--- config.mk ---
export PLATFORM = sky130hd
export DESIGN_NAME = led_blink_pattern_engine
export DESIGN_NICKNAME = d
export VERILOG_FILES = /design/src/hw/rtl/lbpe_pkg.sv /design/src/hw/rtl/lbpe_unit.sv /design/src/hw/rtl/lbpe_seq.sv /design/src/hw/rtl/led_blink_pattern_engine.sv
export VERILOG_INCLUDE_DIRS = /design/src /design/src/hw/rtl
export SDC_FILE = /design/constraint.sdc
export NUM_CORES = 1
export LEC_CHECK = 0
export CELL_PAD_IN_SITES_DETAIL_PLACEMENT = 0
export CELL_PAD_IN_SITES_GLOBAL_PLACEMENT = 1
export CORE_MARGIN = 4
export CORE_UTILIZATION = 35
export DETAILED_ROUTE_END_ITERATION = 16
export DONT_BUFFER_PORTS = 1
export PLACE_DENSITY_LB_ADDON = 0.08
export SYNTH_ARGS = -nofsm -noshare
export SYNTH_HDL_FRONTEND = slang
export SYNTH_SLANG_ARGS = --single-unit
--- constraint.sdc ---
create_clock -name i_clk -period 5.3 [get_ports i_clk]
set_clock_uncertainty 0.1 [all_clocks]
set_input_delay 0.53 -clock i_clk [delete_from_list [all_inputs] [get_ports i_clk]]
set_output_delay 0.53 -clock i_clk [all_outputs]
set_load 0.1 [all_outputs]
--- src/hw/rtl/led_blink_pattern_engine_macros.svh ---
// led blink pattern engine: assertion macros
// used by the top level only, no other dependencies
`ifndef LED_BLINK_PATTERN_ENGINE_MACROS_SVH
`define LED_BLINK_PATTERN_ENGINE_MACROS_SVH

// same-cycle implication, checked outside reset
`define LBPE_ASSERT_NOW(label, clk, rst_n, ante, cons) \
    label: assert property (@(posedge clk) disable iff (!rst_n) (ante) |-> (cons)) \
        else $error("lbpe same-cycle check failed");

// next-cycle implication, checked outside reset
`define LBPE_ASSERT_NEXT(label, clk, rst_n, ante, cons) \
    label: assert property (@(posedge clk) disable iff (!rst_n) (ante) |=> (cons)) \
        else $error("lbpe next-cycle check failed");

`endif

--- src/hw/rtl/lbpe_pkg.sv ---
// led blink pattern engine: shared types and constants
// no dependencies; used by every rtl module of the block
package lbpe_pkg;

    // command codes on the func field
    localparam logic [1:0] FUNC_SET     = 2'd0;
    localparam logic [1:0] FUNC_RESTORE = 2'd1;
    localparam logic [1:0] FUNC_TICK    = 2'd2;

    // configuration register indexes
    localparam logic [1:0] CFG_CONFIGURED  = 2'd0;
    localparam logic [1:0] CFG_ACTIVE_HIGH = 2'd1;

    // widths of the pin word, the led index field and the on and off times
    localparam int PIN_W   = 8;
    localparam int LIDX_W  = 3;
    localparam int ON_W    = 16;
    localparam int OFF_W   = 17;

    // operation applied by the shared update unit
    typedef enum logic [1:0] {
        OP_TICK,
        OP_SET,
        OP_RESTORE
    } t_op;

    // sequencer states
    typedef enum logic [1:0] {
        ST_IDLE,
        ST_TICK,
        ST_CMD,
        ST_FINISH
    } t_state;

    // state kept for one led
    typedef struct packed {
        logic              lit;
        logic              phase;
        logic [ON_W-1:0]   cur_on;
        logic [OFF_W-1:0]  cur_off;
        logic [ON_W-1:0]   sav_on;
        logic [OFF_W-1:0]  sav_off;
        logic              prio;
        logic              made;
        logic              running;
        logic [ON_W-1:0]   count;
    } t_slot;

    // command payload held for the duration of an item
    typedef struct packed {
        logic [ON_W-1:0]   on_time;
        logic [OFF_W-1:0]  off_time;
        logic              push;
    } t_cmd;

endpackage

--- src/hw/rtl/lbpe_unit.sv ---
// led blink pattern engine: shared update unit for one led slot
// applies a tick, a set or a restore; depends on lbpe_pkg
module lbpe_unit (
    input  lbpe_pkg::t_op   i_op,
    input  lbpe_pkg::t_slot i_slot,
    input  lbpe_pkg::t_cmd  i_cmd,
    output lbpe_pkg::t_slot o_slot
);

    logic [lbpe_pkg::ON_W-1:0]  ap_on;
    logic [lbpe_pkg::OFF_W-1:0] ap_off;
    logic                       ap_push;

    // pattern source: command payload, or saved times for a restore
    always_comb begin
        if (i_op == lbpe_pkg::OP_RESTORE) begin
            ap_on   = i_slot.sav_on;
            ap_off  = i_slot.sav_off;
            ap_push = 1'b1;
        end else begin
            ap_on   = i_cmd.on_time;
            ap_off  = i_cmd.off_time;
            ap_push = i_cmd.push;
        end
    end

    // next slot state
    always_comb begin
        o_slot = i_slot;
        unique case (i_op)
            lbpe_pkg::OP_TICK: begin
                if (i_slot.running) begin
                    if (i_slot.count > 16'd1) begin
                        o_slot.count = i_slot.count - 16'd1;
                    end else begin
                        o_slot.phase = ~i_slot.phase;
                        o_slot.lit   = ~i_slot.phase;
                        // entering dark with a one-shot off time stops the timer
                        if (i_slot.phase && i_slot.cur_off[lbpe_pkg::OFF_W-1]) begin
                            o_slot.running = 1'b0;
                            o_slot.count   = '0;
                        end else if (i_slot.phase) begin
                            o_slot.count = i_slot.cur_off[lbpe_pkg::ON_W-1:0];
                        end else begin
                            o_slot.count = i_slot.cur_on;
                        end
                    end
                end
            end
            lbpe_pkg::OP_SET, lbpe_pkg::OP_RESTORE: begin
                if (i_slot.made && !ap_push && i_slot.prio) begin
                    // priority held: only the saved pattern changes
                    o_slot.sav_on  = ap_on;
                    o_slot.sav_off = ap_off;
                end else begin
                    if (i_slot.made) begin
                        o_slot.running = 1'b0;
                    end
                    if (!i_slot.prio) begin
                        o_slot.sav_on  = i_slot.cur_on;
                        o_slot.sav_off = i_slot.cur_off;
                        o_slot.prio    = ap_push;
                    end
                    o_slot.cur_on  = ap_on;
                    o_slot.cur_off = ap_off;
                    if (ap_on == '0) begin
                        o_slot.lit = 1'b0;
                    end else if (ap_off == '0) begin
                        o_slot.lit = 1'b1;
                    end else begin
                        o_slot.made    = 1'b1;
                        o_slot.phase   = 1'b1;
                        o_slot.lit     = 1'b1;
                        o_slot.count   = ap_on;
                        o_slot.running = 1'b1;
                    end
                end
                if (i_op == lbpe_pkg::OP_RESTORE) begin
                    o_slot.prio = 1'b0;
                end
            end
            default: begin
                o_slot = i_slot;
            end
        endcase
    end

endmodule

--- src/hw/rtl/lbpe_seq.sv ---
// led blink pattern engine: item sequencer
// walks the led slots for a tick and touches one slot for a command; depends on lbpe_pkg
module lbpe_seq #(
    parameter int NUM_LED = 8,
    parameter int IDX_W   = 3
) (
    input  logic                          i_clk,
    input  logic                          i_rst_n,
    input  logic                          start,
    input  logic [1:0]                    i_func,
    input  logic [lbpe_pkg::LIDX_W-1:0]   i_led_index,
    input  logic                          i_cmd_ok,
    output logic                          busy,
    output lbpe_pkg::t_op                 o_op,
    output logic [IDX_W-1:0]              o_idx,
    output logic                          o_wr_en,
    output logic                          o_finish,
    output logic                          o_acc
);

    localparam logic [IDX_W-1:0] LAST_IDX = IDX_W'(NUM_LED - 1);

    lbpe_pkg::t_state r_state, n_state;
    lbpe_pkg::t_op    r_op, n_op;
    logic [IDX_W-1:0] r_idx, n_idx;
    logic             r_acc, n_acc;

    // next state and captured control
    always_comb begin
        n_state = r_state;
        n_op    = r_op;
        n_idx   = r_idx;
        n_acc   = r_acc;
        unique case (r_state)
            lbpe_pkg::ST_IDLE: begin
                if (start) begin
                    n_idx = '0;
                    if (i_func == lbpe_pkg::FUNC_TICK) begin
                        n_state = lbpe_pkg::ST_TICK;
                        n_op    = lbpe_pkg::OP_TICK;
                        n_acc   = 1'b1;
                    end else if (i_cmd_ok) begin
                        n_state = lbpe_pkg::ST_CMD;
                        n_op    = (i_func == lbpe_pkg::FUNC_RESTORE) ?
                                  lbpe_pkg::OP_RESTORE : lbpe_pkg::OP_SET;
                        n_idx   = i_led_index[IDX_W-1:0];
                        n_acc   = 1'b1;
                    end else begin
                        n_state = lbpe_pkg::ST_FINISH;
                        n_acc   = 1'b0;
                    end
                end
            end
            lbpe_pkg::ST_TICK: begin
                if (r_idx == LAST_IDX) begin
                    n_state = lbpe_pkg::ST_FINISH;
                end else begin
                    n_idx = r_idx + 1'b1;
                end
            end
            lbpe_pkg::ST_CMD: begin
                n_state = lbpe_pkg::ST_FINISH;
            end
            lbpe_pkg::ST_FINISH: begin
                n_state = lbpe_pkg::ST_IDLE;
            end
            default: begin
                n_state = lbpe_pkg::ST_IDLE;
            end
        endcase
    end

    // control outputs
    always_comb begin
        busy     = 1'b1;
        o_wr_en  = 1'b0;
        o_finish = 1'b0;
        unique case (r_state)
            lbpe_pkg::ST_IDLE:   busy     = 1'b0;
            lbpe_pkg::ST_TICK:   o_wr_en  = 1'b1;
            lbpe_pkg::ST_CMD:    o_wr_en  = 1'b1;
            lbpe_pkg::ST_FINISH: o_finish = 1'b1;
            default:             busy     = 1'b1;
        endcase
    end

    assign o_op  = r_op;
    assign o_idx = r_idx;
    assign o_acc = r_acc;

    // sequencer registers
    always_ff @(posedge i_clk) begin
        if (!i_rst_n) begin
            r_state <= lbpe_pkg::ST_IDLE;
            r_op    <= lbpe_pkg::OP_TICK;
            r_idx   <= '0;
            r_acc   <= 1'b0;
        end else begin
            r_state <= n_state;
            r_op    <= n_op;
            r_idx   <= n_idx;
            r_acc   <= n_acc;
        end
    end

endmodule

--- src/hw/rtl/led_blink_pattern_engine.sv ---
// led blink pattern engine: top level with led slot registers and result port
// depends on lbpe_pkg, lbpe_seq, lbpe_unit and led_blink_pattern_engine_macros.svh
//
// Usage: an item (func, led_index, on_time, off_time, push_request) is taken at
// a rising edge with start high and busy low. Each item yields one result,
// shown on o_accepted and o_pin_levels for a single cycle with o_valid high;
// the receiver cannot stall it.
// Sequencing: a tick steps one shared update unit over the led slots, one slot
// per cycle, then enters a finish state; a set or restore touches one slot and
// a rejected command goes straight to the finish state. The result is registered
// from the finish state. busy falls in the cycle the result is shown, so the
// next item can follow then.
// Only the first eight leds are addressable; LED_COUNT above eight adds none.
// Configuration: i_cfg_valid/o_cfg_ready write configured_mask (index 0) or
// active_high_mask (index 1); other indexes are ignored. Writes are always taken.
// The user must make them only while the block is idle; the block does not enforce it.
// Reset: synchronous, active low; all leds dark, no timers, masks zero.
`include "led_blink_pattern_engine_macros.svh"

module led_blink_pattern_engine #(
    parameter int LED_COUNT = 8
) (
    input  logic                                i_clk,
    input  logic                                i_rst_n,
    // item channel
    input  logic                                start,
    output logic                                busy,
    input  logic [1:0]                          i_func,
    input  logic [lbpe_pkg::LIDX_W-1:0]         i_led_index,
    input  logic [lbpe_pkg::ON_W-1:0]           i_on_time,
    input  logic signed [lbpe_pkg::OFF_W-1:0]   i_off_time,
    input  logic                                i_push_request,
    // result channel
    output logic                                o_valid,
    output logic                                o_accepted,
    output logic [lbpe_pkg::PIN_W-1:0]          o_pin_levels,
    // configuration channel
    input  logic                                i_cfg_valid,
    output logic                                o_cfg_ready,
    input  logic [1:0]                          i_cfg_index,
    input  logic [lbpe_pkg::PIN_W-1:0]          i_cfg_data
);

    localparam int NUM_LED = (LED_COUNT < lbpe_pkg::PIN_W) ? LED_COUNT : lbpe_pkg::PIN_W;
    localparam int IDX_W   = (NUM_LED > 1) ? $clog2(NUM_LED) : 1;
    localparam logic [lbpe_pkg::PIN_W-1:0] LED_MASK =
        lbpe_pkg::PIN_W'((1 << NUM_LED) - 1);

    logic [lbpe_pkg::PIN_W-1:0] r_cfg_mask;
    logic [lbpe_pkg::PIN_W-1:0] r_pol_mask;
    lbpe_pkg::t_slot            r_slot [NUM_LED];
    lbpe_pkg::t_cmd             r_cmd;
    logic                       r_valid;
    logic                       r_acc;
    logic [lbpe_pkg::PIN_W-1:0] r_pins;

    logic                       cmd_ok;
    logic                       take;
    lbpe_pkg::t_op              seq_op;
    logic [IDX_W-1:0]           seq_idx;
    logic                       seq_wr_en;
    logic                       seq_finish;
    logic                       seq_acc;
    lbpe_pkg::t_slot            unit_out;
    logic [lbpe_pkg::PIN_W-1:0] lit_word;
    logic [lbpe_pkg::PIN_W-1:0] pin_word;

    assign take        = start && !busy;
    assign o_cfg_ready = 1'b1;

    // command is applied only to an existing, configured led
    assign cmd_ok = (i_func == lbpe_pkg::FUNC_SET || i_func == lbpe_pkg::FUNC_RESTORE) &&
                    ({1'b0, i_led_index} < 4'(NUM_LED)) && r_cfg_mask[i_led_index];

    lbpe_seq #(
        .NUM_LED (NUM_LED),
        .IDX_W   (IDX_W)
    ) u_seq (
        .i_clk       (i_clk),
        .i_rst_n     (i_rst_n),
        .start       (start),
        .i_func      (i_func),
        .i_led_index (i_led_index),
        .i_cmd_ok    (cmd_ok),
        .busy        (busy),
        .o_op        (seq_op),
        .o_idx       (seq_idx),
        .o_wr_en     (seq_wr_en),
        .o_finish    (seq_finish),
        .o_acc       (seq_acc)
    );

    lbpe_unit u_unit (
        .i_op   (seq_op),
        .i_slot (r_slot[seq_idx]),
        .i_cmd  (r_cmd),
        .o_slot (unit_out)
    );

    // pin word from the lit levels, polarity and configuration
    always_comb begin
        lit_word = '0;
        for (int i = 0; i < NUM_LED; i++) begin
            lit_word[i] = r_slot[i].lit;
        end
        pin_word = LED_MASK & r_cfg_mask & ~(lit_word ^ r_pol_mask);
    end

    // configuration registers
    always_ff @(posedge i_clk) begin
        if (!i_rst_n) begin
            r_cfg_mask <= '0;
            r_pol_mask <= '0;
        end else if (i_cfg_valid && o_cfg_ready) begin
            if (i_cfg_index == lbpe_pkg::CFG_CONFIGURED) begin
                r_cfg_mask <= i_cfg_data;
            end else if (i_cfg_index == lbpe_pkg::CFG_ACTIVE_HIGH) begin
                r_pol_mask <= i_cfg_data;
            end
        end
    end

    // command payload capture on the start transfer
    always_ff @(posedge i_clk) begin
        if (take) begin
            r_cmd.on_time  <= i_on_time;
            r_cmd.off_time <= $unsigned(i_off_time);
            r_cmd.push     <= i_push_request;
        end
    end

    // led slot registers, written back by the shared unit
    always_ff @(posedge i_clk) begin
        if (!i_rst_n) begin
            for (int i = 0; i < NUM_LED; i++) begin
                r_slot[i] <= '0;
            end
        end else if (seq_wr_en) begin
            r_slot[seq_idx] <= unit_out;
        end
    end

    // result register, one-cycle strobe
    always_ff @(posedge i_clk) begin
        if (!i_rst_n) begin
            r_valid <= 1'b0;
        end else begin
            r_valid <= seq_finish;
        end
    end

    always_ff @(posedge i_clk) begin
        if (seq_finish) begin
            r_acc  <= seq_acc;
            r_pins <= pin_word;
        end
    end

    assign o_valid      = r_valid;
    assign o_accepted   = r_acc;
    assign o_pin_levels = r_pins;

    // checks on sequencing and the result strobe
    `LBPE_ASSERT_NEXT(a_take_busy, i_clk, i_rst_n, take, busy)
    `LBPE_ASSERT_NEXT(a_finish_valid, i_clk, i_rst_n, seq_finish, o_valid && !busy)
    `LBPE_ASSERT_NEXT(a_valid_single, i_clk, i_rst_n, o_valid, !o_valid)
    `LBPE_ASSERT_NOW(a_write_busy, i_clk, i_rst_n, seq_wr_en, busy && !seq_finish)

endmodule

==> results.py, run 1 <==
metrics = {
    "status": {
        "status": "completed",
    },
    "cts": {
        "post-cts-setup-buffers": 0,
        "cts_tree": "done",
        "clock_latency_ns": 0.67,
        "path_clk_slew_ns": 0.06,
        "cts_buffer_depth": 3,
        "root_buffer": "clkbuf_16",
        "cts_sinks": 767,
        "h-tree-depth": 3,
        "numCtsBuffers": 90,
    },
    "timing": {
        "finalSetupTns_ns": 0,
        "finalCritPeriodShare_pct": 89.0,
        "worstMarginPinSlew_ns": 1.27,
        "finalSetupViolCount": 0,
        "slew_viol_final": 0,
        "fmax_mhz": 212,
        "hold_violations": 0,
        "fin_crit_ns": 4.71,
        "slew_headroom_pct": 14.1,
        "rsz0062_at_grt": "no",
    },
    "final_layout": {
        "fillers": 9444,
        "areaGrowthSynthToFinish_pct": 14.3,
        "seq_area_mm2": 0.0228,
        "nets": 2782,
        "multiInputGateArea_mm2": 0.0118,
        "final_common_cell": "edfxtp_1",
        "most-common-layout-cells": "739 x edfxtp_1, 717 x nor2_1, 154 x mux2i_1, 108 x mux4_2, 101 x nand2_1",
        "finalNonFillerCells": 4088,
        "drive_gt1_share_pct": 16.9,
    },
    "global_routing": {
        "met1_usage_pct": 30.4,
        "busiest_layer": "met2",
        "grt_use_met3_pct": 3.86,
        "grt_max_degree": 62,
        "track_usage_pct": 22.9,
        "antenna_found_initial": 2,
        "grt_pass1_vias": 24000,
        "grt_pass1_wl_mm": 175,
        "grt.met2_usage_pct": 38.8,
        "overflow": 0,
    },
    "synthesis": {
        "ys_ff_latch": 767,
        "yosys_warnings": 0,
        "synth_nets": 2723,
        "synth_seq_area_share_pct": 64.4,
        "mappedNetlistArea_mm2": 0.0353,
        "syn_area_per_cell_um2": 13.3,
        "yosysUniqueCellTypes": 79,
        "synthFlopType": "edfxtp_1",
        "ys_async_sr_fraction_pct": 0,
        "synth-edff-count": 739,
        "syn_inst": 2657,
    },
    "floorplan": {
        "core_mm2": 0.100,
        "fp.dieH_um": 326,
        "die_area_mm2": 0.106,
        "num_rows": 116,
        "start_util_pct": 35.3,
        "die_x_um": 326,
        "ios": 65,
    },
    "hold_path": {
        "hold_class": "primary input to register",
    },
    "placement": {
        "place.gp.congestion": 0.824,
        "io_buffers": 0,
        "dp.cells": 3879,
        "place_hpwl_mm": 72.6,
    },
    "route": {
        "ant_nets": 0,
        "vias_per_cell": 5.64,
        "drtIter0Drc": 2274,
        "wirelength_mm": 123,
        "drc": 0,
        "wl_per_cell_um": 30.1,
        "vias": 23000,
        "firstDrtPassIters": 6,
    },
    "worst_setup_path": {
        "worst-path-buf-inv": 1,
        "critPathKind": "register to register",
        "crit_path_end_kind": "register",
        "worst_setup_path_start_kind": "register",
        "cp_slowest_cell": "dfxtp_4",
        "crit_family": "simple AND/OR/NAND/NOR gates",
        "critPathArrivalTime_ns": 4.99,
        "cp_slowest_stage_delay_ns": 0.81,
        "crit_top_cell": "o311ai_0",
        "path_cells": "mux4_2, mux2i_1, nor4b_1, nand2_1, or2_2, o311ai_0, o311ai_0, a221oi_2, buf_4, nor2_1",
        "worstPathMaxFanout": 29,
        "required_ns": 5.58,
    },
    "power_and_ir_drop": {
        "powerDensity_mw_per_mm2": 565,
        "ir_drop_mv": 0.262,
        "cellLeakagePower_nw": 13.7,
    },
    "flow_run": {
        "maxCapViolations": 0,
    },
}
[final timing paths]
check                           depth (start not counted)             to  slack, ns        start
worst max-delay path                                   10   r_slot[2][8]       0.59     register
worst min-delay path                                    1  r_slot[6][77]       0.07      i_rst_n
worst max register to register                         10   r_slot[2][8]       0.59     register
worst min register to register                          0     o_accepted       0.36  u_seq.o_acc
[routing by layer]
metal	share of wire [%]	vias up	routed length [um]
li1	-	10000	-
met1	43	12000	52800
met2	49	785	60200
met3	5.8	193	7120
met4	2.5	4	3090
met5	0.014	-	17
[kinds of logic (layout without fill, tap and decap cells)]
family | count (synthesis) | in the layout | share of synthesized area [%]
simple gates | 1000 | 1000 | 11.9
flops | 767 | 767 | 64.4
mux | 341 | 341 | 13.8
compound gates | 325 | 325 | 6.44
buf+inv | 202 | 334 | 2.80
fa+ha+maj | 13 | 13 | 0.461
xor+xnor | 8 | 8 | 0.198
other cells | 1 | 2 | 0.0106
[timing repair]
item | in CTS | in global routing
hold buffers | 43 | 0
hold endpoints to repair | 62 | 0
resized for setup | 0 | 0
setup endpoints to repair | 0 | 0
[worst reg2reg max path, stage by stage, from the launching register on]
cell	delay, ns
dfxtp_4	0.81
mux4_2	0.63
mux2i_1	0.32
nor4b_1	0.46
nand2_1	0.42
or2_2	0.48
o311ai_0	0.31
o311ai_0	0.27
a221oi_2	0.32
buf_4	0.25
nor2_1	0.07
[where the power goes]
group,internal (mW),leakage [nW],total (mW),switching [mW]
Combinational,2.77,4.54,9.07,6.30
Clock,3.25,1.31,5.79,2.54
Sequential,7.52,7.84,7.93,0.406
[cells in the mapped netlist (all sizes together), types with 3 or more instances]
library cell	number	area share, %
buf	72	1.4
nor3	25	0.38
nor2	719	7.6
a221oi	15	0.49
o32ai	4	0.099
or2	3	0.053
mux2	78	2.5
nand4	10	0.22
nor4	8	0.18
and2	15	0.27
xnor2	8	0.20
a221o	4	0.11
o22ai	28	0.50
or3	5	0.089
o21ai	64	0.91
a22oi	62	1.3
and3b	8	0.20
nor3b	4	0.085
and3	6	0.11
nor2b	57	1.0
a31o	3	0.074
o221a	6	0.19
edfxtp	739	63
nand2b	8	0.14
inv	15	0.16
o311ai	7	0.17
o211ai	3	0.064
nand2	115	1.2
nand3	11	0.16
a31oi	24	0.46
a21oi	53	0.77
mux4	108	6.9
o31ai	4	0.085
o211a	4	0.11
clkbuf	115	1.2
ha	13	0.46
a21o	8	0.17
dfxtp	28	1.6
o2bb2ai	5	0.12
mux2i	155	4.4
a211oi	11	0.25
[state kept, by name (all words and copies together), names as in the netlist, named ones only]
signal and count:
r_slot 696, u_seq.o_op 2, u_seq.r_state 2, u_seq.o_acc 1
r_cfg_mask 8, r_pol_mask 8, r_cmd 34, o_accepted 1
o_pin_levels 8, o_valid 1, u_seq.o_idx 3
[area by class of cell]
class / count / area share (%)
Multi-Input combinational cell: 1688 / 29.1
Antenna cell: 1 / 0.00620
Tap cell: 1298 / 4.02
Inverter: 15 / 0.140
Clock inverter: 52 / 0.806
Clock buffer: 113 / 5.85
Sequential cell: 767 / 56.4
Timing Repair Buffer: 154 / 3.63
[metrics by stage]
step	worst slack, ns	util [%]	area [um^2]	power, mW	hold WS [ns]
6_report	0.585	40.3	40400	22.8	0.0749
5_1_grt	0.302	40.3	40400	23.8	0.0578
4_1_cts	0.606	40.3	40400	23.0	0.0319
3_5_place_dp	0.631	37.2	37200	17.1	0.347
3_3_place_gp	0.609	37.2	37200	17.0	0.340
2_1_floorplan	1.15	-	35300	13.6	0.309
Power figures use the tool's default switching activity.
==> inputs of run 2 (changes only) <==
ABC_AREA = 1   (was default)
==> run 2 against run 1 <==
Global-route usage increased by 0.86 points. Worst hold slack improved by 0.045 ns. Utilization decreased by 0.30 points. Die area increased by 5.1%. Register-to-register slack improved by 0.49 ns. Largest power group unchanged.
==> results.py, run 2 <==
metrics = {
    "global_routing": {
        "antenna_found_initial": 0,
        "grt_pass1_vias": 28200,
        "grt_max_degree": 127,
        "overflow": 0,
        "track_usage_pct": 23.8,
        "grt_pass1_wl_mm": 197,
    },
    "final_layout": {
        "most-common-layout-cells": "1171 x nor2_1, 739 x edfxtp_1, 698 x nand2_1, 265 x o21ai_0, 246 x inv_1",
        "antenna_cells": 0,
        "design_area_mm2": 0.0422,
        "largest_reg_flops": 696,
        "nets": 4070,
        "top_register": "r_slot",
        "largestRegisters": "r_slot: 696 flops, r_cmd: 34 flops",
        "final_common_cell": "nor2_1",
        "areaGrowthSynthToFinish_pct": 13.4,
        "drive_gt1_share_pct": 8.66,
    },
    "cts": {
        "h-tree-depth": 3,
        "numCtsBuffers": 93,
        "ctsResizeCount": 0,
        "cts_tree": "done",
        "root_buffer": "clkbuf_16",
        "cts_sinks": 767,
        "clock_latency_ns": 0.67,
        "cts_buffer_depth": 3,
        "path_clk_slew_ns": 0.06,
    },
    "synthesis": {
        "synth_seq_area_share_pct": 61.2,
        "yosysUniqueCellTypes": 44,
        "synth_top_family_by_area": "simple AND/OR/NAND/NOR gates",
        "synth_commonest_cells": "1172 x nor2_1, 739 x edfxtp_1, 714 x nand2_1, 265 x o21ai_0, 248 x inv_1",
        "ys_ff_latch": 767,
        "synth-edff-count": 739,
        "yosys-top-cells-area": "edfxtp_1 60%, nor2_1 12%, nand2_1 7.2%",
        "yosys_warnings": 0,
        "synthSimpleGateAreaFrac_pct": 23.0,
        "synth_nets": 4103,
        "mappedNetlistArea_mm2": 0.0372,
        "synthFlopType": "edfxtp_1",
        "synth-compound-area-share_pct": 9.35,
        "syn_inst": 4037,
        "synth_top_area_cell": "edfxtp_1",
        "synth_top_area_share_pct": 59.7,
        "ys_async_sr_fraction_pct": 0,
        "synthXorXnorAreaFrac_pct": 0.0707,
        "synth-adder-area-share_pct": 0.438,
        "synth_mux_area_share_pct": 0.0572,
        "syn_area_per_cell_um2": 9.21,
        "synth_most_common_cell": "nor2_1",
    },
    "route": {
        "vias": 28400,
        "wl_per_cell_um": 24.5,
        "drc": 0,
        "vias_per_cell": 5.19,
        "ant_nets": 0,
        "wirelength_mm": 134,
        "firstDrtPassIters": 5,
        "drtIter0Drc": 2377,
    },
    "timing": {
        "whs_ns": 0.120,
        "fmax_mhz": 236,
        "rsz0062_at_grt": "no",
        "finalCritPeriodShare_pct": 79.8,
        "slew_headroom_pct": 29.2,
        "slew_viol_final": 0,
        "fin_crit_ns": 4.23,
        "hold_violations": 0,
        "finalSetupTns_ns": 0,
        "worstMarginPinSlew_ns": 1.06,
        "finalSetupViolCount": 0,
        "setup_slack_ns": 1.07,
    },
    "floorplan": {
        "start_util_pct": 35.3,
        "die_x_um": 334,
        "ios": 65,
        "core_mm2": 0.105,
        "fp.dieH_um": 334,
        "num_rows": 119,
        "die_area_mm2": 0.111,
    },
    "placement": {
        "pre_cts_ws_ns": 1.12,
        "place_hpwl_mm": 74.2,
        "place.gp.congestion": 0.826,
        "dpl-instance-area_mm2": 0.0387,
        "io_buffers": 0,
    },
    "worst_setup_path": {
        "required_ns": 5.56,
        "worst_setup_path_start_kind": "register",
        "critPathArrivalTime_ns": 4.49,
        "critPathKind": "register to register",
        "crit_path_end_kind": "register",
        "worstPathMaxFanout": 112,
    },
    "power_and_ir_drop": {
        "p_comb_share_pct": 48.5,
        "ir_drop_mv": 0.296,
        "internal_power_mw": 14.6,
        "p_clk_share_pct": 23.1,
        "cellLeakagePower_nw": 16.4,
        "p_switching_mw": 12.9,
        "seq_power_share_pct": 28.4,
        "sw_frac_of_total_pct": 47.0,
        "powerDensity_mw_per_mm2": 652,
    },
    "status": {
        "status": "completed",
    },
    "flow_run": {
        "maxCapViolations": 0,
    },
    "hold_path": {
        "hold_class": "primary input to register",
    },
}
[run 2: cell count changes after synthesis, sizes merged, moves of 24 or more]
| cell | before | now |
|---|---|---|
| mux2i | 155 | 1 |
| mux2 | 78 | 1 |
| nand2 | 115 | 737 |
| a21oi | 53 | 96 |
| nor2 | 719 | 1179 |
| o21ai | 64 | 346 |
| inv | 15 | 259 |
| nor2b | 57 | 0 |
| buf | 72 | 120 |
| a22oi | 62 | 5 |
| nand3 | 11 | 212 |
| mux4 | 108 | 0 |
| nor3 | 25 | 1 |
| o22ai | 28 | 95 |
[run 2: worst paths after layout]
| kind | start | end | slack [ns] | cells after the start |
|---|---|---|---|---|
| worst min register to register | u_seq.o_acc | o_accepted | 0.34 | 0 |
| worst max register to register | register | r_slot[2][5] | 1.07 | 20 |
| worst max-delay path | register | r_slot[2][5] | 1.07 | 20 |
| worst min-delay path | start | u_seq.r_state[0] | 0.12 | 2 |
[run 2: critical path, stage by stage, from the launching register on]
cell and delay (ns):
dfxtp_4 0.42, clkinv_8 0.44, buf_4 0.37, nand2_1 0.07, nand3_1 0.07, nand3_1 0.07
nand2_1 0.24, ha_1 0.29, o21ai_0 0.14, inv_1 0.07, nand2_1 0.05, nor2_1 0.12
nand2_2 0.14, nor2_2 0.42, nand2_1 0.15, nand2_1 0.09, inv_1 0.04, a21oi_1 0.20
nand2_1 0.11, nand2_2 0.15, nor2_1 0.06
[run 2: through the flow]
| step | total power, mW | util, % | std cells |
|---|---|---|---|
| 6_report | 27.5 | 40.0 | 5468 |
| 5_1_grt | 29.2 | 40.0 | 5468 |
| 4_1_cts | 27.7 | 40.0 | 5468 |
| 3_5_place_dp | 21.3 | 36.7 | 5253 |
| 3_3_place_gp | 21.4 | 36.7 | 5253 |
| 2_1_floorplan | 16.5 | - | 4037 |
[run 2: cell type report]
type	instances	area (um^2)
Clock buffer	120	2510
Inverter	260	996
Multi-Input combinational cell	2753	12400
Clock inverter	48	462
Tap cell	1391	1740
Fill cell	10500	63300
Sequential cell	767	22800
Timing Repair Buffer	129	1320
[run 2: power groups by stage]
stage	Sequential, mW	Combinational [mW]	Clock, mW
2_1_floorplan	7.85	8.63	0
3_3_place_gp	7.93	13.4	0
3_5_place_dp	7.94	13.3	0
4_1_cts	7.82	13.4	6.47
5_1_grt	7.87	14.6	6.71
6_report	7.81	13.3	6.33
[run 2: kinds of logic (layout without fill, tap and decap cells)]
| family | Yosys count | in the layout |
|---|---|---|
| DFF | 767 | 767 |
| adders and majority gates | 13 | 13 |
| AOI/OAI and AO/OA | 578 | 578 |
| and+or+nand+nor | 2156 | 2156 |
| muxes | 2 | 2 |
| xor gates and xnor gates | 3 | 3 |
| buffers and inverters | 517 | 557 |
| other | 1 | 1 |
[run 2: repair_timing]
action / CTS / global route
hold buffers: 47 / 0
endpoints found under the hold margin: 61 / 0
setup buffers: 0 / 0
setup endpoints to repair: 0 / 0
[run 2: metal layers]
metal  wire length (um)  global-route usage (%)  vias to the layer above
met5                  0                       0                        -
met4               2780                    5.86                        0
met3               6430                    2.73                      161
met2              64000                    40.1                      717
met1              60600                    32.8                    14100
li1                   -                       -                    13400
